### src/rtl/ens_pkg.sv
// Shared types and constants for the emboss normal shading pipeline.
`default_nettype none
package ens_pkg;
    localparam int LVL_W   = 8;
    localparam int DIFF_W  = LVL_W + 1;
    localparam int LIGHT_W = 16;
    localparam int GAIN_W  = 9;
    localparam int PROD_W  = DIFF_W + LIGHT_W;
    localparam int SQ_W    = 2 * DIFF_W;
    localparam int FAC_W   = SQ_W - 1;
    localparam int N_W     = 27;
    localparam int NN_W    = 52;
    localparam int P_W     = 32;
    localparam int ROOT_W  = NN_W / 2;
    localparam int SREM_W  = ROOT_W + 2;
    localparam int F_W     = 37;
    localparam int CFG_IDX_W = 2;

    localparam logic [CFG_IDX_W-1:0] REG_BLEND_GAIN = 2'd0;
    localparam logic [CFG_IDX_W-1:0] REG_LIGHT_X    = 2'd1;
    localparam logic [CFG_IDX_W-1:0] REG_LIGHT_Y    = 2'd2;
    localparam logic [CFG_IDX_W-1:0] REG_LIGHT_Z    = 2'd3;

    localparam logic [GAIN_W-1:0]  GAIN_RST    = 9'd128;
    localparam logic [LIGHT_W-1:0] LIGHT_Z_RST = 16'd16384;

    typedef struct packed {
        logic [LVL_W-1:0] red;
        logic [LVL_W-1:0] green;
        logic [LVL_W-1:0] blue;
        logic             border;
        logic             neg;
    } side_t;
endpackage
`default_nettype wire

### src/rtl/ens_shade.sv
// Blend factor, per channel scaling with saturation, output register.
`default_nettype none
module ens_shade (
    input  wire                          aclk,
    input  wire                          aresetn,
    input  wire                          en,
    input  wire                          in_valid,
    input  wire  [ens_pkg::ROOT_W-1:0]   in_root,
    input  ens_pkg::side_t               in_side,
    input  wire  [ens_pkg::GAIN_W-1:0]   blend_gain,
    output logic                         out_valid,
    output logic [ens_pkg::LVL_W-1:0]    red_out,
    output logic [ens_pkg::LVL_W-1:0]    green_out,
    output logic [ens_pkg::LVL_W-1:0]    blue_out
);
    localparam int GR_W = ens_pkg::GAIN_W + ens_pkg::ROOT_W;
    localparam int M_W  = ens_pkg::LVL_W + 1 + ens_pkg::F_W;
    localparam int FRAC = 22;

    logic signed [ens_pkg::GAIN_W:0]  omk;
    logic signed [ens_pkg::F_W-1:0]   base;
    logic [GR_W-1:0]                  gr;
    logic signed [ens_pkg::F_W-1:0]   f_next, f_reg;
    logic                             fv_reg, ov_reg;
    ens_pkg::side_t                   fside_reg;
    logic [ens_pkg::LVL_W-1:0]        r_reg, g_reg, b_reg;

    function automatic logic [ens_pkg::LVL_W-1:0] scale(
        input logic [ens_pkg::LVL_W-1:0] c,
        input logic signed [ens_pkg::F_W-1:0] f
    );
        logic signed [M_W-1:0] p;
        p = $signed({1'b0, c}) * f;
        if (p <= 0)
            return '0;
        else if (p[M_W-1:FRAC+ens_pkg::LVL_W] != '0)
            return '1;
        else
            return p[FRAC+ens_pkg::LVL_W-1:FRAC];
    endfunction

    assign omk  = $signed((ens_pkg::GAIN_W+1)'(256)) - $signed({1'b0, blend_gain});
    assign base = ens_pkg::F_W'(omk) <<< 14;
    assign gr   = blend_gain * in_root;
    assign f_next = in_side.neg ? base : base + $signed(ens_pkg::F_W'(gr));

    always_ff @(posedge aclk) begin
        if (!aresetn) begin
            fv_reg <= 1'b0;
            ov_reg <= 1'b0;
        end else if (en) begin
            fv_reg <= in_valid;
            ov_reg <= fv_reg;
        end
    end

    always_ff @(posedge aclk) begin
        if (en) begin
            f_reg     <= f_next;
            fside_reg <= in_side;
            r_reg <= fside_reg.border ? fside_reg.red   : scale(fside_reg.red, f_reg);
            g_reg <= fside_reg.border ? fside_reg.green : scale(fside_reg.green, f_reg);
            b_reg <= fside_reg.border ? fside_reg.blue  : scale(fside_reg.blue, f_reg);
        end
    end

    assign out_valid = ov_reg;
    assign red_out   = r_reg;
    assign green_out = g_reg;
    assign blue_out  = b_reg;
endmodule
`default_nettype wire

### config.mk
export PLATFORM = sky130hd
export DESIGN_NAME = ens_shade
export DESIGN_NICKNAME = d
export VERILOG_FILES = /design/src/rtl/ens_pkg.sv /design/src/rtl/ens_shade.sv
export SDC_FILE = /design/constraint.sdc
export NUM_CORES = 2
export LEC_CHECK = 0
export ABC_AREA = 1
export ABC_CLOCK_PERIOD_IN_PS = 16200
export BUFFER_PORTS_ARGS = -buffer_cell sky130_fd_sc_hd__buf_2
export CAP_MARGIN = 20
export CORE_MARGIN = 8
export CORE_UTILIZATION = 35
export CTS_CLUSTER_SIZE = 24
export DETAILED_ROUTE_END_ITERATION = 12
export HOLD_SLACK_MARGIN = 0.05
export SLEW_MARGIN = 20
export SYNTH_ARGS = -nofsm -noshare
export SYNTH_HDL_FRONTEND = slang
export SYNTH_SLANG_ARGS = --single-unit
### constraint.sdc
create_clock -name aclk -period 16.2 [get_ports aclk]
set_input_delay 3.24 -clock aclk [delete_from_list [all_inputs] [get_ports aclk]]
set_output_delay 3.24 -clock aclk [all_outputs]
set_load 0.005 [all_outputs]
# After elaboration in Yosys (flattened, before gate mapping)
# Index checks and enable logic that the tools add are counted.
dict set report word_totals {
  register_bits 88
  inputBits 65
  word_cells 33
}
dict set report classes {
  add_sub_neg 2
  multipliers 4
  order_cmp 3
  muxes 10
  reduce_logical 3
}
# op count
set op_table {}
lappend op_table {{46-bit by 1-bit <= comparator with 1-bit output (second input constant)} 3}
lappend op_table {{9-bit by 37-bit multiplier with 46-bit output} 3}
lappend op_table {{8-bit two-way mux} 9}
lappend op_table {{16-bit nonzero test} 3}
lappend op_table {{24-bit by 36-bit adder with 37-bit output} 1}
lappend op_table {{37-bit two-way mux} 1}
lappend op_table {{9-bit by 26-bit multiplier with 35-bit output} 1}
lappend op_table {{9-bit by 9-bit subtractor with 10-bit output (first input constant)} 1}

# Depth between registers and ports, before layout
dict set report depth {
  word_depth 5
  mapped_depth 34
  mapped_depth_nobuf 32
}

# Worst setup path before layout
# Ideal clock, no wire load.
dict set report synth_timing {
  path_type {input to register}
  start {input blend_gain[0] (netlist name)}
  end {register f_reg[34] (netlist name) (data pin)}
  arrival_ps 9012
  required_ps 15945
  setup_slack_ps 6933
  cell_stages 32
  path_cell_list {clkbuf_1 clkbuf_1 nand2_1 fa_1 inv_1 fa_1 fa_1 inv_1 fa_1 inv_1 ha_1 nand2_1 inv_1 a21oi_1 o21ai_1 a21oi_1 inv_1 nand2_1 nand2_1 a21oi_1 o21bai_1 xor2_1 ha_1 nand2_1 o21a_1 inv_1 a21oi_1 o21bai_1 a21boi_0 or2_2 nand3_1 nand2_1}
}
dict set report synth_between {
  elab_chain_cells 3
  elab_cells_between_ends 4
  cone_classes {add/sub: 2; mul: 1; mux: 1}
}
# item line_no
set synth_lines {}
lappend synth_lines {{start: declaration} ens_shade.sv:10} ;# input wire [ens_pkg::GAIN_W-1:0] blend_gain,
lappend synth_lines {{9-bit by 26-bit multiplier with 35-bit output or 9-bit by 9-bit subtractor with 10-bit output (tied branches)} {ens_shade.sv:44, ens_shade.sv:42}}
lappend synth_lines {{24-bit by 36-bit adder with 37-bit output} ens_shade.sv:45} ;# assign f_next = in_side.neg ? base : base + $signed(ens_pkg::F_W'(gr));
lappend synth_lines {{37-bit two-way mux (*)} ens_shade.sv:45}
lappend synth_lines {{net f_next, one bit} ens_shade.sv:23} ;# logic signed [ens_pkg::F_W-1:0] f_next, f_reg;
lappend synth_lines {{end signal: assignment} ens_shade.sv:59} ;# f_reg <= f_next;
lappend synth_lines {{end: declaration} ens_shade.sv:23}
# Mark *: on every way through the listed nets, which the timed path passes. The rest lies on a longest branch.
# A chain may end at the register's enable or synchronous reset.

# Worst setup path in the final report
dict set report layout_timing {
  start {input blend_gain[3] (netlist name)}
  end {register f_reg[36] (netlist name) (data pin)}
}
# Same word-level chain as after synthesis.

==> out/results.txt <==
area taken by multi-input logic gates = 35,600 um^2
Fillers = 14,500
# H-tree levels = 3
post-cts resize count = 0
Post-layout nets = 8,377
crit path DAT = 9.82 ns
Final setup viols = 0
CTS tree = yes
largest fanout on the critical path = 29
Setup crit start kind = input pin
CTS Buffer Depth = 2
Worst Setup End Kind = flip-flop
WL final = 129 mm
syn_nets = 8,450
core area = 135,000 um^2
Final Cell Area = 50,400 um^2
most common cell after layout, fill and taps aside = inv_1
largest net degree at the start of global routing = 55
Initial Utilization = 35.3%
drt initial violations = 2,272
first-pass detailed-route iteration total = 7
post-synthesis cell count = 7,177
post-DP HPWL = 104 mm
total track usage = 17.8%
area leader, netlist = fa_1
DR vias = 40,500
Fmax = 104 MHz
Die Width = 386 um
row count = 135
Avg WL per Cell = 14.5 um
max-slew violations = 0
Final Hold Viols = 0
initial antenna violation count = 9
Layout area overhead = 5.36%
Worst path slowest cell = fa_1
Setup Buffers After CTS = 0
post-route ant nets = 0
post-synthesis register bit count = 88
sequential share of the synthesized area = 5.49%
most frequent cells in the layout = inv_1 (2,325), nand2_1 (2,285), fa_1 (854)
Worst-Skew Late Latency = 0.46 ns
grt ovf = 0
Clock Skew = 0.0390 ns
vias in the first global route = 43,100
Root Buffer = clkbuf_16
I/O Buffers = 89
Bufs and invs on worst path = 5
Final Cycle Share = 59.5%
Syn. warnings = 0
slowest stage delay, CP = 0.56 ns
Crit Path Category = input pin to flip-flop
setup_tns = 0 ns
TritonCTS buffer count = 9
first-pass GRT wire length = 216 mm
max cap viols = 0
DRC Markers = 0
Worst slew margin = 27.6%
Synth top area share = 35.8%
Reg clk slew, reported paths = 0.07 ns
Die H = 386 um
hold_buf cts = 0
die area = 149,000 um^2
Mapped Area = 47,800 um^2
Num Clock Sinks = 88
routability congestion estimate = 0.920
status = completed
Req. time, crit path = 16.38 ns
fraction of layout cells with a size suffix above 1 = 2.94%
Final min period = 9.64 ns
critical path's top delay family = adder cells
Placement Cell Area = 50,100 um^2
synth unique cells = 41
Hold Path Class = flip-flop to flip-flop
top post-synthesis cells by area = fa_1 (36%), inv_1 (18%), nand2_1 (18%), ha_1 (9.3%), edfxtp_1 (5.4%)
Largest register FFs = 37
average size of a mapped cell = 6.66 um^2
Avg Vias per Cell = 4.56
top-level I/O count = 90
Slew @ Worst Pin = 1.09 ns
Reg area = 2620 um^2
unrepaired setup endpoints after global routing = false
synth_stat cells (all sizes together):
library cell	n
nand4	35
ha	354
o211ai	2
a21boi	2
o21a	8
o31ai	4
dfxtp	2
o221a	1
inv	2326
nand3b	10
a2111oi	1
clkbuf	179
o21bai	18
buf	55
a21o	8
nor4	6
edfxtp	86
nand2	2294
nor2	341
or2	8
nand3	204
xor2	59
nand2b	1
and2	6
a221oi	3
fa	854
a21oi	158
nor3	22
a31oi	11
xnor2	31
o21ai	88
per-layer routing:
metal | global-route usage (%) | vias to the layer above | wire, um | part of all wire [%]
met2 | 32.5 | 858 | 64000 | 50
li1 | - | 20000 | - | -
met1 | 22.2 | 19400 | 55600 | 43
met3 | 1.97 | 177 | 6010 | 4.7
met5 | 0 | - | 10 | 0.0078
met4 | 5.05 | 2 | 3300 | 2.6
per-stage QoR:
step	instances	setup WS (ns)	hold WS (ns)	utilization [%]
3_5_place_dp	8874	6.13	0.480	37.0
2_1_floorplan	7177	6.93	0.448	-
3_3_place_gp	8873	6.21	0.458	36.9
6_report	8892	6.56	0.489	37.2
4_1_cts	8890	6.60	0.493	37.2
5_1_grt	8890	6.06	0.518	37.2
logic make-up after synthesis:
group / share of synthesized area [%]
adder cells (fa/ha/maj): 45.0
buffers and inverters: 20.1
flip-flops: 5.49
AND/OR/NAND/NOR: 24.2
XOR/XNOR: 1.65
AO/OA/AOI/OAI: 3.48
worst paths after layout:
kind                end  depth (start not counted)  slack (ns)          start
max           f_reg[36]                         29        6.56  blend_gain[3]
min           out_valid                          2        0.49         fv_reg
max reg2reg  red_out[3]                         24       10.32      f_reg[18]
min reg2reg   out_valid                          2        0.49         fv_reg
worst min-delay path, delay by kind of cell, from the launching register on:
kind,cells,cell delay (ns)
flip-flops,1,0.31
AND/OR/NAND/NOR,2,0.14
area by class of cell:
class                      count  area share, %
antenna                        2        0.00994
clock buffer                  10          0.455
clock inverter                 6          0.134
inverter                    2326           17.3
multi-input combinational   4529           70.6
sequential                    88           5.21
tap                         1781           4.42
timing repair buffer         150           1.81
Power is not shown: default switching activity piles up to over one toggle a cycle in this logic, so the estimate is an artifact.
