### src/rtl/ens_pkg.sv
// Shared types and constants for the emboss normal shading pipeline.
`default_nettype none
package ens_pkg;
    localparam int LVL_W   = 8;
    localparam int DIFF_W  = LVL_W + 1;
    localparam int LIGHT_W = 16;
    localparam int GAIN_W  = 9;
    localparam int PROD_W  = DIFF_W + LIGHT_W;
    localparam int SQ_W    = 2 * DIFF_W;
    localparam int FAC_W   = SQ_W - 1;
    localparam int N_W     = 27;
    localparam int NN_W    = 52;
    localparam int P_W     = 32;
    localparam int ROOT_W  = NN_W / 2;
    localparam int SREM_W  = ROOT_W + 2;
    localparam int F_W     = 37;
    localparam int CFG_IDX_W = 2;

    localparam logic [CFG_IDX_W-1:0] REG_BLEND_GAIN = 2'd0;
    localparam logic [CFG_IDX_W-1:0] REG_LIGHT_X    = 2'd1;
    localparam logic [CFG_IDX_W-1:0] REG_LIGHT_Y    = 2'd2;
    localparam logic [CFG_IDX_W-1:0] REG_LIGHT_Z    = 2'd3;

    localparam logic [GAIN_W-1:0]  GAIN_RST    = 9'd128;
    localparam logic [LIGHT_W-1:0] LIGHT_Z_RST = 16'd16384;

    typedef struct packed {
        logic [LVL_W-1:0] red;
        logic [LVL_W-1:0] green;
        logic [LVL_W-1:0] blue;
        logic             border;
        logic             neg;
    } side_t;
endpackage
`default_nettype wire

### src/rtl/ens_sqrt.sv
// Integer square root, one root bit per pipeline stage.
`default_nettype none
module ens_sqrt (
    input  wire                          aclk,
    input  wire                          aresetn,
    input  wire                          en,
    input  wire                          in_valid,
    input  wire  [ens_pkg::NN_W-1:0]     in_val,
    input  ens_pkg::side_t               in_side,
    output logic                         out_valid,
    output logic [ens_pkg::ROOT_W-1:0]   out_root,
    output ens_pkg::side_t               out_side
);
    localparam int STAGES = ens_pkg::ROOT_W;
    localparam int SH_W   = ens_pkg::SREM_W + 2;

    logic                          valid_reg [STAGES];
    logic [ens_pkg::SREM_W-1:0]    rem_reg   [STAGES];
    logic [ens_pkg::NN_W-1:0]      val_reg   [STAGES];
    logic [ens_pkg::ROOT_W-1:0]    root_reg  [STAGES];
    ens_pkg::side_t                side_reg  [STAGES];

    for (genvar k = 0; k < STAGES; k++) begin : g_stage
        logic                       v_in;
        logic [ens_pkg::SREM_W-1:0] rem_in;
        logic [ens_pkg::NN_W-1:0]   val_in;
        logic [ens_pkg::ROOT_W-1:0] root_in;
        ens_pkg::side_t             side_in;
        logic [SH_W-1:0]            sh;
        logic [SH_W-1:0]            trial;
        logic                       take;
        logic [SH_W-1:0]            diff;

        if (k == 0) begin : g_first
            assign v_in    = in_valid;
            assign rem_in  = '0;
            assign val_in  = in_val;
            assign root_in = '0;
            assign side_in = in_side;
        end else begin : g_next
            assign v_in    = valid_reg[k-1];
            assign rem_in  = rem_reg[k-1];
            assign val_in  = val_reg[k-1];
            assign root_in = root_reg[k-1];
            assign side_in = side_reg[k-1];
        end

        assign sh    = {rem_in, val_in[ens_pkg::NN_W-1-2*k -: 2]};
        assign trial = {2'b00, root_in, 2'b01};
        assign take  = (sh >= trial);
        assign diff  = sh - trial;

        always_ff @(posedge aclk) begin
            if (!aresetn) begin
                valid_reg[k] <= 1'b0;
            end else if (en) begin
                valid_reg[k] <= v_in;
            end
        end

        always_ff @(posedge aclk) begin
            if (en) begin
                rem_reg[k]  <= take ? diff[ens_pkg::SREM_W-1:0] : sh[ens_pkg::SREM_W-1:0];
                val_reg[k]  <= val_in;
                root_reg[k] <= {root_in[ens_pkg::ROOT_W-2:0], take};
                side_reg[k] <= side_in;
            end
        end
    end

    assign out_valid = valid_reg[STAGES-1];
    assign out_root  = root_reg[STAGES-1];
    assign out_side  = side_reg[STAGES-1];
endmodule
`default_nettype wire

### config.mk
export PLATFORM = sky130hd
export DESIGN_NAME = ens_sqrt
export DESIGN_NICKNAME = d
export VERILOG_FILES = /design/src/rtl/ens_pkg.sv /design/src/rtl/ens_sqrt.sv
export SDC_FILE = /design/constraint.sdc
export NUM_CORES = 2
export LEC_CHECK = 0
export BUFFER_PORTS_ARGS = -buffer_cell sky130_fd_sc_hd__buf_2
export CORE_MARGIN = 8
export CORE_UTILIZATION = 53
export DETAILED_ROUTE_END_ITERATION = 8
export GPL_TIMING_DRIVEN = 0
export PLACE_DENSITY = 0.72
export REMOVE_ABC_BUFFERS = 1
export SLEW_MARGIN = 5
export SYNTH_ARGS = -nofsm -noshare
export SYNTH_HDL_FRONTEND = slang
export SYNTH_SLANG_ARGS = --single-unit
export TNS_END_PERCENT = 100
### constraint.sdc
create_clock -name aclk -period 3 [get_ports aclk]
set_clock_uncertainty 0.15 [all_clocks]
set_input_delay 0.3 -clock aclk [delete_from_list [all_inputs] [get_ports aclk]]
set_output_delay 0.3 -clock aclk [all_outputs]
set_load 0.01 [all_outputs]
# After elaboration in Yosys (flattened, before gate mapping)
# Memories as Yosys holds them, arrays and structs flattened.
# Index checks and enable logic that the tools add are counted.
[totals]
input_bits = 82
output_inout_bits = 53
mem_count = 5
ff_bits = 0
ramBits = 3458
wordCells = 140
latch_bits = 0
romBits = 0
[mem_list]
columns = ["name", "depth", "width", "read_ports", "rd_clocked_by_memory_dff", "write_ports", "line_no", "rtl"]
rows = [
  ["val_reg", 26, 52, 25, 0, 26, "ens_sqrt.sv:19", "logic [ens_pkg::NN_W-1:0] val_reg [STAGES];"],
  ["rem_reg", 26, 28, 25, 0, 26, "ens_sqrt.sv:18", "logic [ens_pkg::SREM_W-1:0] rem_reg [STAGES];"],
  ["root_reg", 26, 26, 26, 0, 26, "ens_sqrt.sv:20", "logic [ens_pkg::ROOT_W-1:0] root_reg [STAGES];"],
  ["side_reg", 26, 26, 26, 0, 26, "ens_sqrt.sv:21", "ens_pkg::side_t side_reg [STAGES];"],
  ["valid_reg", 26, 1, 26, 0, 26, "ens_sqrt.sv:17", "logic valid_reg [STAGES];"],
]
[classes]
div = 0
n_mux = 57
addsub = 26
n_shift = 0
eq_ne = 0
n_mul = 0
reduce_logical = 0
magnitude_cmp = 26
bitwise_logic = 26
[op_table]
columns = ["operator", "count"]
rows = [
  ["$ge A30 B28 Y1", 25],
  ["$mux W28", 26],
  ["$sub A28 B28 Y28", 25],
  ["$mux W1", 31],
  ["$or A1 B1 Y1", 26],
  ["$sub A2 B1 Y3 const B", 1],
  ["$ge A2 B1 Y1 const B", 1],
]

# Depth between registers and ports, before layout
[depth]
depth_word = 4
ltp_mapped = 14
ltp_nobuf = 11

# Least setup slack after synthesis
# OpenSTA, ideal clock, no wires.
[synth_timing]
kind = "register to register"
startpoint = "mem rem_reg[1][84] (netlist bit)"
endpoint = "mem rem_reg[1][132] (netlist bit) (data pin)"
required_ns = 2.590
setup_slack_ns = -0.268
setup_ns = 0.260
path_buffers = 2
arrival_time_ns = 2.859
stages_incl_launch_ff = 12
synth_period_minus_slack_ns = 3.268
path_cell_list = "edfxtp_1 > ha_1 > nor2b_1 > o31a_1 > o31ai_1 > o2bb2ai_1 > o21a_1 > and2_1 > clkbuf_1 > clkinv_1 > clkbuf_1 > mux2_2"
[synth_rtl]
columns = ["item", "line_no"]
rows = [
  ["from (decl)", "ens_sqrt.sv:18"],
]

==> results.ini <==
[run_status]
status = complete, but fails checks
violations = negative hold slack, negative setup slack

[grt]
top_usage_layer = met2
grtUsageTotal_pct = 17.9
grt_pass1_vias = 57100
grt_antenna_before_repair = 0
grt_util_met1_pct = 21.6
globalRouteMet3Util_pct = 2.89
gr-usage-met2_pct = 31.5
grt_pass1_wl_um = 298000
grt_max_degree = 184
overflow = 0

[power_and_ir_drop]
ir_drop_mv = 0.627
leakagePower_nw = 45.4
total_power_mw = 88.3
power_per_cell_area_nw_per_um2 = 718

[worst_setup_path]
crit_slowest_cell = or3_4
reg2reg_from = rem_reg[0][438]$_DFFE_PP_
cp_common_cell = or3_4
cp_max_fo = 5
crit_end = rem_reg[1][27]$_DFFE_PP_
arrival_ns = 3.68
critPathLaunchType = flip-flop
r2r-end = rem_reg[1][27]$_DFFE_PP_
critical_path.max_stage_delay_ns = 0.47
critical-path-top-delay-family = simple AND/OR/NAND/NOR gates
r2r_setup_slack_ns = -0.22
crit_required_ns = 3.46
r2r_cells = 9
path_cells = or3_4, or2_2, or3_4, o211ai_1, o21ba_4, clkinv_4, o2111ai_4, nor3_2, xor2_1
cp-end-kind = flip-flop
cp.buffers_inverters = 1
crit_start = rem_reg[0][438]$_DFFE_PP_
crit_type = reg -> reg
cp.depth = 9

[min_path]
hold_path.class = in -> reg

[floorplanning]
die_area_um2 = 202000
die_w_um = 450
placementRows = 159
ioPinCount = 135
core_area_um2 = 187000
die_h_um = 450
start_util_pct = 53.2

[timing]
holdWs_ns = -0.0925
max_freq_mhz = 311
setup_ws_ns = -0.217
fin_crit_ns = 3.22
slew_headroom_pct = 34.5
finalSetupTns_ns = -8.57
hold_violations = 65
slew_viol_final = 0
rsz0062_at_grt = true
min_period_over_period_pct = 107
worstMarginPinSlew_ns = 0.983
setup_viol = 124

[yosys]
synth_most_common_cell = edfxtp_1
ys_types = 91
netlist_area_um2 = 99700
seq_area_frac_synth_pct = 71.2
ys.flop_type = edfxtp_1
synth.largest_area_cell = edfxtp_1
netlist.area_leader.share_pct = 71.2
synth_edf_count = 2364
synthTopCellsByCount = edfxtp_1 (2364), inv_1 (481), nor2_1 (394), a21oi_1 (393), ha_1 (379)
yosys-top-cells-area = edfxtp_1 (71%), ha_1 (4.8%), xnor2_1 (2.5%), xor2_1 (2.0%), a21oi_1 (2.0%)
syn_inst = 6821
yosys_warnings = 0
ys_ff_latch = 2365
async_flop_share_pct = 0
synth.avg_cell_area_um2 = 14.6

[clock_tree]
cts-buffers-inserted = 234
cts_root_buffer = clkbuf_16
clock-sinks = 2365
tritoncts = built
h-tree-depth = 4
insertion_delay_ns = 0.88
cts.clk_slew.worst_paths_ns = 0.06
max-clock-path-buffers = 3

[placement]
gp_congestion = 0.904
io_buffers = 134
dp.final_hpwl_um = 116000

[job]
maxCapViolCount = 0

[layout]
diodes = 0
fill_cells = 12800
layout-drive-gt1-share_pct = 23.1
syn_to_final_growth_pct = 23.2
multi_input_area_um2 = 31600
regArea_um2 = 71000
largest_reg_flops = 676
nets = 8187

[route]
via_per_inst = 5.55
drt_pre_antenna_iters = 8
post_drt_wl_per_cell_um = 18.6
via_count = 57900
drcViolationCount = 0
routed_wl_um = 194000
ant_nets = 0
drtIter0Drc = 4066

-- cell families after synthesis --
group                      synth area share (%)
AOI/OAI and AO/OA                          7.89
xor gates and xnor gates                   4.58
adders and majority gates                  4.76
buffers and inverters                      2.40
DFF                                        71.2
muxes                                      1.09
other                                   0.00376
and+or+nand+nor                            8.07
-- through the flow --
stage / cells / worst slack [ns] / utilization, % / hold slack [ns] / cell area, um^2
6_report: 10400 / -0.217 / 65.6 / -0.0925 / 123000
5_1_grt: 10400 / -0.321 / 65.6 / -0.0900 / 123000
4_1_cts: 10200 / -0.209 / 63.3 / -0.146 / 119000
3_5_place_dp: 9343 / -1.72 / 55.3 / 0.255 / 104000
3_3_place_gp: 9316 / -36.09 / 54.9 / 0.250 / 103000
2_1_floorplan: 6687 / -2.36 / - / 0.249 / 99100
-- what timing repair did --
item	4_1_cts	5_1_grt
hold buffers	161	3
endpoints found under the setup margin	664	527
pin swaps	163	224
buffers inserted	241	219
hold endpoints to repair	184	144
gates cloned	26	7
resized for setup	642	532
-- power breakdown --
group / leakage, nW / internal, mW / switching, mW
Combinational: 18.7 / 6.93 / 8.38
Clock: 3.91 / 18.0 / 12.4
Sequential: 22.9 / 40.5 / 2.06
-- worst reg2reg max path: stages, from the launching register on --
cell and delay [ns]:
edfxtp_1 0.44, or3_4 0.43, or2_2 0.35, or3_4 0.47, o211ai_1 0.29, o21ba_4 0.24, clkinv_4 0.08, o2111ai_4 0.17
nor3_2 0.25, xor2_1 0.09
-- metal layers --
layer | up-vias | wire, um
li1 | 27600 | -
met1 | 28200 | 77000
met2 | 1547 | 98700
met3 | 544 | 9220
met4 | 0 | 8900
met5 | - | 0
-- cell usage in the layout, fill, tap and decap left out, drive strengths merged, types with 54 or more instances in the layout --
master       synthesis  final
edfxtp            2364   2364
o21ai              260    260
nand4               78     78
a21oi              393    393
mux2                85     85
ha                 379    379
nand2              354    357
nor2               394    394
nand2b              54     54
and3                60     61
inv                483    488
xor2               232    232
nor3               155    155
clkinv               4     98
buf                 34    619
nor4                83     83
a21o               129    129
xnor2              289    289
o21a                92     92
clkbuf             100    278
nand3              124    124
dlygate4sd3          0    159
-- how the worst min path moves through the flow --
stage	startpoint	end	depth (start not counted)
after floorplan	in_side[0]	side_reg[0][0]$_DFFE_PP_	0
after global placement	side_reg[17][20]$_DFFE_PP_	side_reg[18][20]$_DFFE_PP_	0
after detailed placement	side_reg[9][16]$_DFFE_PP_	side_reg[10][16]$_DFFE_PP_	0
after CTS	en	val_reg[0][79]$_DFFE_PP_	2
after global routing	en	side_reg[1][1]$_DFFE_PP_	2
final	en	val_reg[0][69]$_DFFE_PP_	2
-- area by class of cell --
type	instances	share of cell area [%]
Clock inverter	163	1.71
Sequential cell	2365	57.8
Inverter	487	1.56
Clock buffer	275	4.94
Multi-Input combinational cell	3850	25.7
Tap cell	2495	2.54
Timing Repair inverter	7	0.0519
Timing Repair Buffer	781	5.69
No activity file was read; power rests on OpenSTA's default activity.
