==> config.mk <==
export PLATFORM = sky130hd
export DESIGN_NAME = ens_front
export DESIGN_NICKNAME = d
export VERILOG_FILES = /design/src/rtl/ens_pkg.sv /design/src/rtl/ens_front.sv
export SDC_FILE = /design/constraint.sdc
export NUM_CORES = 2
export LEC_CHECK = 0
export BUFFER_PORTS_ARGS = -buffer_cell sky130_fd_sc_hd__buf_2
export CAP_MARGIN = 20
export CORE_ASPECT_RATIO = 1.1
export CORE_MARGIN = 2
export CORE_UTILIZATION = 35
export CTS_CLUSTER_SIZE = 40
export DETAILED_ROUTE_END_ITERATION = 6
export SLEW_MARGIN = 20
export SYNTH_ARGS = -nofsm -noshare
export SYNTH_HDL_FRONTEND = slang
export SYNTH_SLANG_ARGS = --single-unit
==> constraint.sdc <==
create_clock -name aclk -period 7.1 [get_ports aclk]
set_input_delay 0.355 -clock aclk [delete_from_list [all_inputs] [get_ports aclk]]
set_output_delay 0.355 -clock aclk [all_outputs]
set_load 0.01 [all_outputs]
==> src/rtl/ens_pkg.sv <==
// Shared types and constants for the emboss normal shading pipeline.
`default_nettype none
package ens_pkg;
    localparam int LVL_W   = 8;
    localparam int DIFF_W  = LVL_W + 1;
    localparam int LIGHT_W = 16;
    localparam int GAIN_W  = 9;
    localparam int PROD_W  = DIFF_W + LIGHT_W;
    localparam int SQ_W    = 2 * DIFF_W;
    localparam int FAC_W   = SQ_W - 1;
    localparam int N_W     = 27;
    localparam int NN_W    = 52;
    localparam int P_W     = 32;
    localparam int ROOT_W  = NN_W / 2;
    localparam int SREM_W  = ROOT_W + 2;
    localparam int F_W     = 37;
    localparam int CFG_IDX_W = 2;

    localparam logic [CFG_IDX_W-1:0] REG_BLEND_GAIN = 2'd0;
    localparam logic [CFG_IDX_W-1:0] REG_LIGHT_X    = 2'd1;
    localparam logic [CFG_IDX_W-1:0] REG_LIGHT_Y    = 2'd2;
    localparam logic [CFG_IDX_W-1:0] REG_LIGHT_Z    = 2'd3;

    localparam logic [GAIN_W-1:0]  GAIN_RST    = 9'd128;
    localparam logic [LIGHT_W-1:0] LIGHT_Z_RST = 16'd16384;

    typedef struct packed {
        logic [LVL_W-1:0] red;
        logic [LVL_W-1:0] green;
        logic [LVL_W-1:0] blue;
        logic             border;
        logic             neg;
    } side_t;
endpackage
`default_nettype wire

==> src/rtl/ens_front.sv <==
// Gradient, normal numerator, squared numerator and tangent length product.
`default_nettype none
module ens_front (
    input  wire                                 aclk,
    input  wire                                 aresetn,
    input  wire                                 en,
    input  wire                                 in_valid,
    input  wire  [ens_pkg::LVL_W-1:0]           left_level,
    input  wire  [ens_pkg::LVL_W-1:0]           right_level,
    input  wire  [ens_pkg::LVL_W-1:0]           up_level,
    input  wire  [ens_pkg::LVL_W-1:0]           down_level,
    input  ens_pkg::side_t                      in_side,
    input  wire signed [ens_pkg::LIGHT_W-1:0]   light_x,
    input  wire signed [ens_pkg::LIGHT_W-1:0]   light_y,
    input  wire signed [ens_pkg::LIGHT_W-1:0]   light_z,
    output logic                                out_valid,
    output logic [ens_pkg::NN_W-1:0]            out_nn,
    output logic [ens_pkg::P_W-1:0]             out_p,
    output ens_pkg::side_t                      out_side
);
    logic signed [ens_pkg::DIFF_W-1:0] dx, dy;
    logic signed [ens_pkg::PROD_W-1:0] px_next, py_next;
    logic signed [ens_pkg::SQ_W-1:0]   dxsq, dysq;
    logic [ens_pkg::FAC_W-1:0]         sx_next, sy_next;

    logic                              v1_reg, v2_reg, v3_reg;
    logic signed [ens_pkg::PROD_W-1:0] px_reg, py_reg;
    logic [ens_pkg::FAC_W-1:0]         sx_reg, sy_reg;
    ens_pkg::side_t                    side1_reg, side2_reg, side3_reg;

    logic signed [ens_pkg::N_W-1:0]    n_next, n_reg;
    logic [2*ens_pkg::FAC_W-1:0]       pfull;
    logic [ens_pkg::P_W-1:0]           p2_reg, p3_reg;
    logic signed [2*ens_pkg::N_W-1:0]  nsq;
    logic [ens_pkg::NN_W-1:0]          nn_reg;

    assign dx = $signed({1'b0, left_level}) - $signed({1'b0, right_level});
    assign dy = $signed({1'b0, up_level}) - $signed({1'b0, down_level});
    assign px_next = dx * light_x;
    assign py_next = dy * light_y;
    assign dxsq = dx * dx;
    assign dysq = dy * dy;
    assign sx_next = dxsq[ens_pkg::FAC_W-1:0] + ens_pkg::FAC_W'(4);
    assign sy_next = dysq[ens_pkg::FAC_W-1:0] + ens_pkg::FAC_W'(4);

    assign n_next = (ens_pkg::N_W'(light_z) <<< 2)
                  - ((ens_pkg::N_W'(px_reg) + ens_pkg::N_W'(py_reg)) <<< 1);
    assign pfull = sx_reg * sy_reg;
    assign nsq = n_reg * n_reg;

    always_ff @(posedge aclk) begin
        if (!aresetn) begin
            v1_reg <= 1'b0;
            v2_reg <= 1'b0;
            v3_reg <= 1'b0;
        end else if (en) begin
            v1_reg <= in_valid;
            v2_reg <= v1_reg;
            v3_reg <= v2_reg;
        end
    end

    always_ff @(posedge aclk) begin
        if (en) begin
            px_reg    <= px_next;
            py_reg    <= py_next;
            sx_reg    <= sx_next;
            sy_reg    <= sy_next;
            side1_reg <= in_side;
            n_reg     <= n_next;
            p2_reg    <= pfull[ens_pkg::P_W-1:0];
            side2_reg <= side1_reg;
            nn_reg    <= nsq[ens_pkg::NN_W-1:0];
            p3_reg    <= p2_reg;
            side3_reg <= '{red: side2_reg.red, green: side2_reg.green,
                           blue: side2_reg.blue, border: side2_reg.border,
                           neg: n_reg[ens_pkg::N_W-1]};
        end
    end

    assign out_valid = v3_reg;
    assign out_nn    = nn_reg;
    assign out_p     = p3_reg;
    assign out_side  = side3_reg;
endmodule
`default_nettype wire

* After elaboration in Yosys (flattened, before gate mapping) *
Cells that the tools add are included.

operators by class
  $add $sub $neg = 6
  multiply operators = 6
  divide/modulo/power cells = 0
  order comparisons = 0
  equality and inequality tests = 0
  shift-type cells = 0
  multiplexer cells = 0
  bitwise logic cells = 0
  reductions and logical operators = 0

operators with widths
  cell                     count
  $mul A27 B27 Y52         1
  $mul A9 B16 Y25          2
  $add A17 B3 Y17 const B  2
  $mul A9 B9 Y17           2
  $mul A17 B17 Y32         1
  $sub A18 B27 Y27         1
  $add A25 B25 Y26         1
  $sub A8 B8 Y9            2

word-level totals
  register bits = 306
  latch bits = 0
  RAM bits = 0
  bits in read-only memories = 0
  output and inout port bits = 111
  memories = 0

* Logic depth before layout (Yosys ltp) *
  depth in word-level cells = 3
  mapped depth = 32
  gate-level depth less buffers = 31

* Least setup slack after synthesis *
OpenSTA, ideal clock, no wires.

  path type = flip-flop to flip-flop
  from = register n_reg[15] in the netlist's numbering
  to = register nn_reg (netlist bit out_nn[51]), data pin
  setup time = 261 ps
  arrival time = 7,104 ps
  path slack = -265 ps
  cell stages (with the launch flop) = 28
  buffers on the path = 2
  period minus slack after synthesis = 7,365 ps
  cells stage by stage = edfxtp_1 -> clkbuf_1 -> clkbuf_1 -> and2_1 -> fa_1 -> inv_1 -> fa_1 -> fa_1 -> inv_1 -> fa_1 -> inv_1 -> fa_1 -> inv_1 -> fa_1 -> inv_1 -> fa_1 -> inv_1 -> ha_1 -> nand4_1 -> nor2_1 -> nand4_1 -> a2111oi_2 -> o21ai_0 -> o41ai_1 -> a31oi_1 -> a31oi_1 -> a41oi_1 -> xnor2_1

on the way
  longest elaborated chain between the ends = 1

RTL lines
  what                    line             text
  from (decl)             ens_front.sv:31  logic signed [ens_pkg::N_W-1:0] n_next, n_reg;
  from (signal assigned)  ens_front.sv:70  n_reg <= n_next;
  $mul A27 B27 Y52        ens_front.sv:49  assign nsq = n_reg * n_reg;
  via nsq, one bit        ens_front.sv:34  logic signed [2*ens_pkg::N_W-1:0] nsq;
  to (signal assigned)    ens_front.sv:73  nn_reg <= nsq[ens_pkg::NN_W-1:0];
  to (decl)               ens_front.sv:35  logic [ens_pkg::NN_W-1:0] nn_reg;

The timed path passes the listed nets, and every way through them passes these cells.
A chain may end at the register's enable or synchronous reset.

* Worst setup path in the final report *
  from = register n_reg[4] in the netlist's numbering
  to = register nn_reg (netlist bit out_nn[50]), data pin

The elaborated chain is that of the path after synthesis.

==> impl_summary.log <==
INFO  metric skew = 41.53 ps
INFO  metric final_nets = 8,151
INFO  metric setup_viol_count_final = 1
INFO  metric yosys_warnings = 0
INFO  metric critPathLaunch = n_reg[4]$_DFFE_PP_
INFO  metric cts.htree.levels = 2
INFO  metric synthArstFlopShare = 0%
INFO  metric gp_routability_congestion = 0.9072
INFO  metric startpoint_type = register
INFO  metric final.period_utilization = 100.5%
INFO  metric finalHoldViolCount = 0
INFO  metric ios = 221
INFO  metric final_antenna_net_count = 0
INFO  metric rows = 155
INFO  metric rsz0062_at_grt = yes
INFO  metric rr_startpoint = n_reg[4]$_DFFE_PP_
INFO  metric wire_per_inst = 16.01 µm
INFO  metric post-dp-hpwl = 116.5 mm
INFO  metric hold_path_depth = 2
INFO  metric num-fill-cells = 15,628
INFO  metric synthesis.area = 0.05702 mm²
INFO  metric timing.reg2reg.setup_slack = -30 ps
INFO  metric grt_overflow = 0
INFO  metric clk-insertion-delay-late = 640 ps
INFO  metric die_outline_height = 427.3 µm
INFO  metric pre_cts_slack = -550.3 ps
INFO  metric crit_path_max_fanout = 7
INFO  metric cp.arrival = 7520 ps
INFO  metric remaining_drc_errors = 0
INFO  metric placeableCoreArea = 0.1619 mm²
INFO  metric cts.root.buffer_cell = sky130_fd_sc_hd__clkbuf_16
INFO  metric ys_ff_latch = 298
INFO  metric holdCritPathClass = in2reg
INFO  metric period_minus_slack = 7133 ps
INFO  metric numCtsBuffers = 39
INFO  metric data_required_critical_path = 7490 ps
INFO  metric first_pass_grt_wire_length = 221.7 mm
INFO  metric grt_antenna_before_repair = 19
INFO  metric synth_edf_count = 295
INFO  metric detailed_place.area = 0.06394 mm²
INFO  metric cts_tree = yes
INFO  metric ys_seq_area_share = 15.64%
INFO  metric clock_transition_time_at_the_flip_flop_clock_pins_of_the_worst_setup_and_hold_paths = 70 ps
INFO  metric timing.reg2reg.worst_path_depth = 27
INFO  metric worst_slack_setup_final = -32.69 ps
INFO  metric maximum_number_of_pins_on_one_net_before_global_route_repair = 144
INFO  metric ys_dominant_reg_cell = sky130_fd_sc_hd__edfxtp_1
INFO  metric layout.cell_area.non_filler = 0.06657 mm²
INFO  metric number_of_iterations_in_the_first_detailed_routing_pass = 7
INFO  metric synth.distinct_cells = 74
INFO  metric final_layout_size_suffix_gt1_share = 14.87%
INFO  metric syn_area_per_cell = 10.02 µm²
INFO  metric largest_register_ffs = 49
INFO  metric wl = 135.7 mm
INFO  metric tightest_slew = 952.3 ps
INFO  metric route.detailed.vias_per_inst = 4.607
INFO  metric post_synth_inst_count = 5,688
INFO  metric via_count = 39,056
INFO  metric clock_tree.buffer_depth = 3
INFO  metric areaGrowthSynthToFinish = 16.75%
INFO  metric timing.setup.critical_path_class = reg2reg
INFO  metric drv.max_cap_violation_count = 0
INFO  metric worstSetupEndpointType = register
INFO  metric cts.sinks = 298
INFO  metric slew_viol_final = 0
INFO  metric place.port_buffers = 215
INFO  metric grt_pass1_vias = 42,606
INFO  metric worst_r2r_endpoint = out_nn[50]$_DFFE_PP_
INFO  metric worst_case_headroom_to_the_max_slew_limit = 34.87%
INFO  metric fp.dieArea = 0.1662 mm²
INFO  metric endpoint = out_nn[50]$_DFFE_PP_
INFO  metric initial_detailed_routing_violation_count = 1,691
INFO  metric grt.total_usage = 16.79%
INFO  metric timing.fmax = 140.2 MHz
INFO  metric floorplan.die.width = 388.8 µm
INFO  metric run_status = finished, violations left
INFO  metric initial_utilization = 35.21%
INFO  metric failed_checks = setup timing
[Yosys cell counts, types with 5 or more instances]
cell | number | area, µm²
sky130_fd_sc_hd__a211oi_1 | 12 | 90.09
sky130_fd_sc_hd__a21boi_0 | 5 | 37.54
sky130_fd_sc_hd__a21o_1 | 56 | 420.4
sky130_fd_sc_hd__a21oi_1 | 154 | 770.7
sky130_fd_sc_hd__a31oi_1 | 15 | 93.84
sky130_fd_sc_hd__a41oi_1 | 6 | 52.55
sky130_fd_sc_hd__and2_1 | 408 | 2552
sky130_fd_sc_hd__and3_1 | 16 | 100.1
sky130_fd_sc_hd__buf_1 | 22 | 82.58
sky130_fd_sc_hd__clkbuf_1 | 139 | 521.8
sky130_fd_sc_hd__clkinv_1 | 8 | 30.03
sky130_fd_sc_hd__edfxtp_1 | 295 | 8859
sky130_fd_sc_hd__fa_1 | 1185 | 23720
sky130_fd_sc_hd__ha_1 | 533 | 6669
sky130_fd_sc_hd__inv_1 | 1504 | 5645
sky130_fd_sc_hd__nand2_1 | 525 | 1971
sky130_fd_sc_hd__nand2b_1 | 38 | 237.7
sky130_fd_sc_hd__nand3_1 | 27 | 135.1
sky130_fd_sc_hd__nand4_1 | 6 | 37.54
sky130_fd_sc_hd__nor2_1 | 185 | 694.4
sky130_fd_sc_hd__nor2b_1 | 33 | 206.5
sky130_fd_sc_hd__nor3_1 | 39 | 195.2
sky130_fd_sc_hd__o211ai_1 | 9 | 67.56
sky130_fd_sc_hd__o21a_1 | 22 | 165.2
sky130_fd_sc_hd__o21ai_0 | 67 | 335.3
sky130_fd_sc_hd__o21bai_1 | 37 | 277.8
sky130_fd_sc_hd__o31ai_1 | 6 | 45.04
sky130_fd_sc_hd__o41ai_1 | 9 | 78.83
sky130_fd_sc_hd__or2_2 | 6 | 37.54
sky130_fd_sc_hd__or3_1 | 12 | 75.07
sky130_fd_sc_hd__xnor2_1 | 175 | 1533
sky130_fd_sc_hd__xor2_1 | 62 | 543.0
[routing by layer]
metal / global-route usage [%] / wire [µm]
met3: 2.785 / 7322
met5: 0 / 126
met4: 4.864 / 3501
met2: 29.06 / 65830
met1: 21.59 / 58960
[cells by family after synthesis]
| logic type | share of synthesized area [%] |
|---|---|
| DFF | 15.64 |
| and+or+nand+nor | 11.08 |
| adders and majority gates | 53.30 |
| muxes | 0.1295 |
| buffers and inverters | 11.07 |
| xor gates and xnor gates | 3.680 |
| AOI/OAI and AO/OA | 5.089 |
| other | 0.006577 |
[placed cells by master (no fill, tap or decap), types with 60 or more instances in the layout]
cell type,Yosys,routed
sky130_fd_sc_hd__ha_1,533,523
sky130_fd_sc_hd__edfxtp_1,295,295
sky130_fd_sc_hd__nor2_1,185,178
sky130_fd_sc_hd__nand2_1,525,517
sky130_fd_sc_hd__xor2_1,62,60
sky130_fd_sc_hd__buf_2,0,215
sky130_fd_sc_hd__inv_1,1504,1477
sky130_fd_sc_hd__xnor2_1,175,170
sky130_fd_sc_hd__and2_1,408,390
sky130_fd_sc_hd__fa_1,1185,1170
sky130_fd_sc_hd__a21oi_1,154,142
sky130_fd_sc_hd__buf_4,4,453
[worst min path at each step]
stage / slack, ps / start / end
2_1_floorplan: 400 / p2_reg[0]$_DFFE_PP_ / out_p[0]$_DFFE_PP_
3_3_place_gp: 400 / side2_reg[5]$_DFFE_PP_ / out_side[5]$_DFFE_PP_
3_5_place_dp: 400 / side2_reg[23]$_DFFE_PP_ / out_side[23]$_DFFE_PP_
4_1_cts: 130 / light_y[0] / py_reg[0]$_DFFE_PP_
5_1_grt: 170 / light_y[0] / py_reg[0]$_DFFE_PP_
6_report: 200 / light_y[0] / py_reg[0]$_DFFE_PP_
[final cells by class]
cell class / count / area, µm² / area share, %
Inverter: 1512 / 5678 / 8.530
Tap cell: 2119 / 2651 / 3.983
Timing Repair Buffer: 754 / 5585 / 8.391
Clock buffer: 43 / 991.0 / 1.489
Sequential cell: 298 / 8919 / 13.40
Clock inverter: 29 / 275.3 / 0.4135
Multi-Input combinational cell: 3718 / 42450 / 63.78
Antenna cell: 5 / 12.51 / 0.01880
[worst max-delay path, stage by stage, from the launching register on]
cell and delay [ps]:
sky130_fd_sc_hd__edfxtp_1 430, sky130_fd_sc_hd__buf_6 160, sky130_fd_sc_hd__buf_12 120, sky130_fd_sc_hd__and2_1 160, sky130_fd_sc_hd__fa_1 550, sky130_fd_sc_hd__inv_2 40
sky130_fd_sc_hd__fa_1 550, sky130_fd_sc_hd__inv_2 40, sky130_fd_sc_hd__fa_1 560, sky130_fd_sc_hd__inv_2 50, sky130_fd_sc_hd__fa_2 510, sky130_fd_sc_hd__inv_1 50
sky130_fd_sc_hd__fa_2 410, sky130_fd_sc_hd__fa_1 480, sky130_fd_sc_hd__inv_1 50, sky130_fd_sc_hd__fa_1 490, sky130_fd_sc_hd__inv_2 50, sky130_fd_sc_hd__ha_4 150
sky130_fd_sc_hd__a21o_1 170, sky130_fd_sc_hd__a21o_1 210, sky130_fd_sc_hd__a41oi_2 170, sky130_fd_sc_hd__a21oi_2 100, sky130_fd_sc_hd__a221o_2 440, sky130_fd_sc_hd__a32oi_4 270
sky130_fd_sc_hd__a41oi_4 160, sky130_fd_sc_hd__o21ai_2 170, sky130_fd_sc_hd__a21oi_2 90, sky130_fd_sc_hd__a211o_1 250
[through the flow]
step                setup TNS [ps]  cells  utilization [%]  hold slack (ps)
floorplan                   -2.332   5693                -            400.3
global placement             -4269   8333            39.49            400.5
detailed placement           -5827   8333            39.49            404.5
CTS                         -541.9   8454            40.73            128.0
global route                 -1942   8478            41.11            171.1
finish                      -32.69   8478            41.11            197.7
[what timing repair did]
action | CTS | global route
hold buffers | 27 | 0
hold endpoints to repair | 28 | 0
buffers inserted | 23 | 21
resized for setup | 71 | 122
cloned | 0 | 1
pin swaps | 50 | 87
setup endpoints to repair | 20 | 24
Power is not shown: default switching activity piles up to over one toggle a cycle in this logic, so the estimate is an artifact.
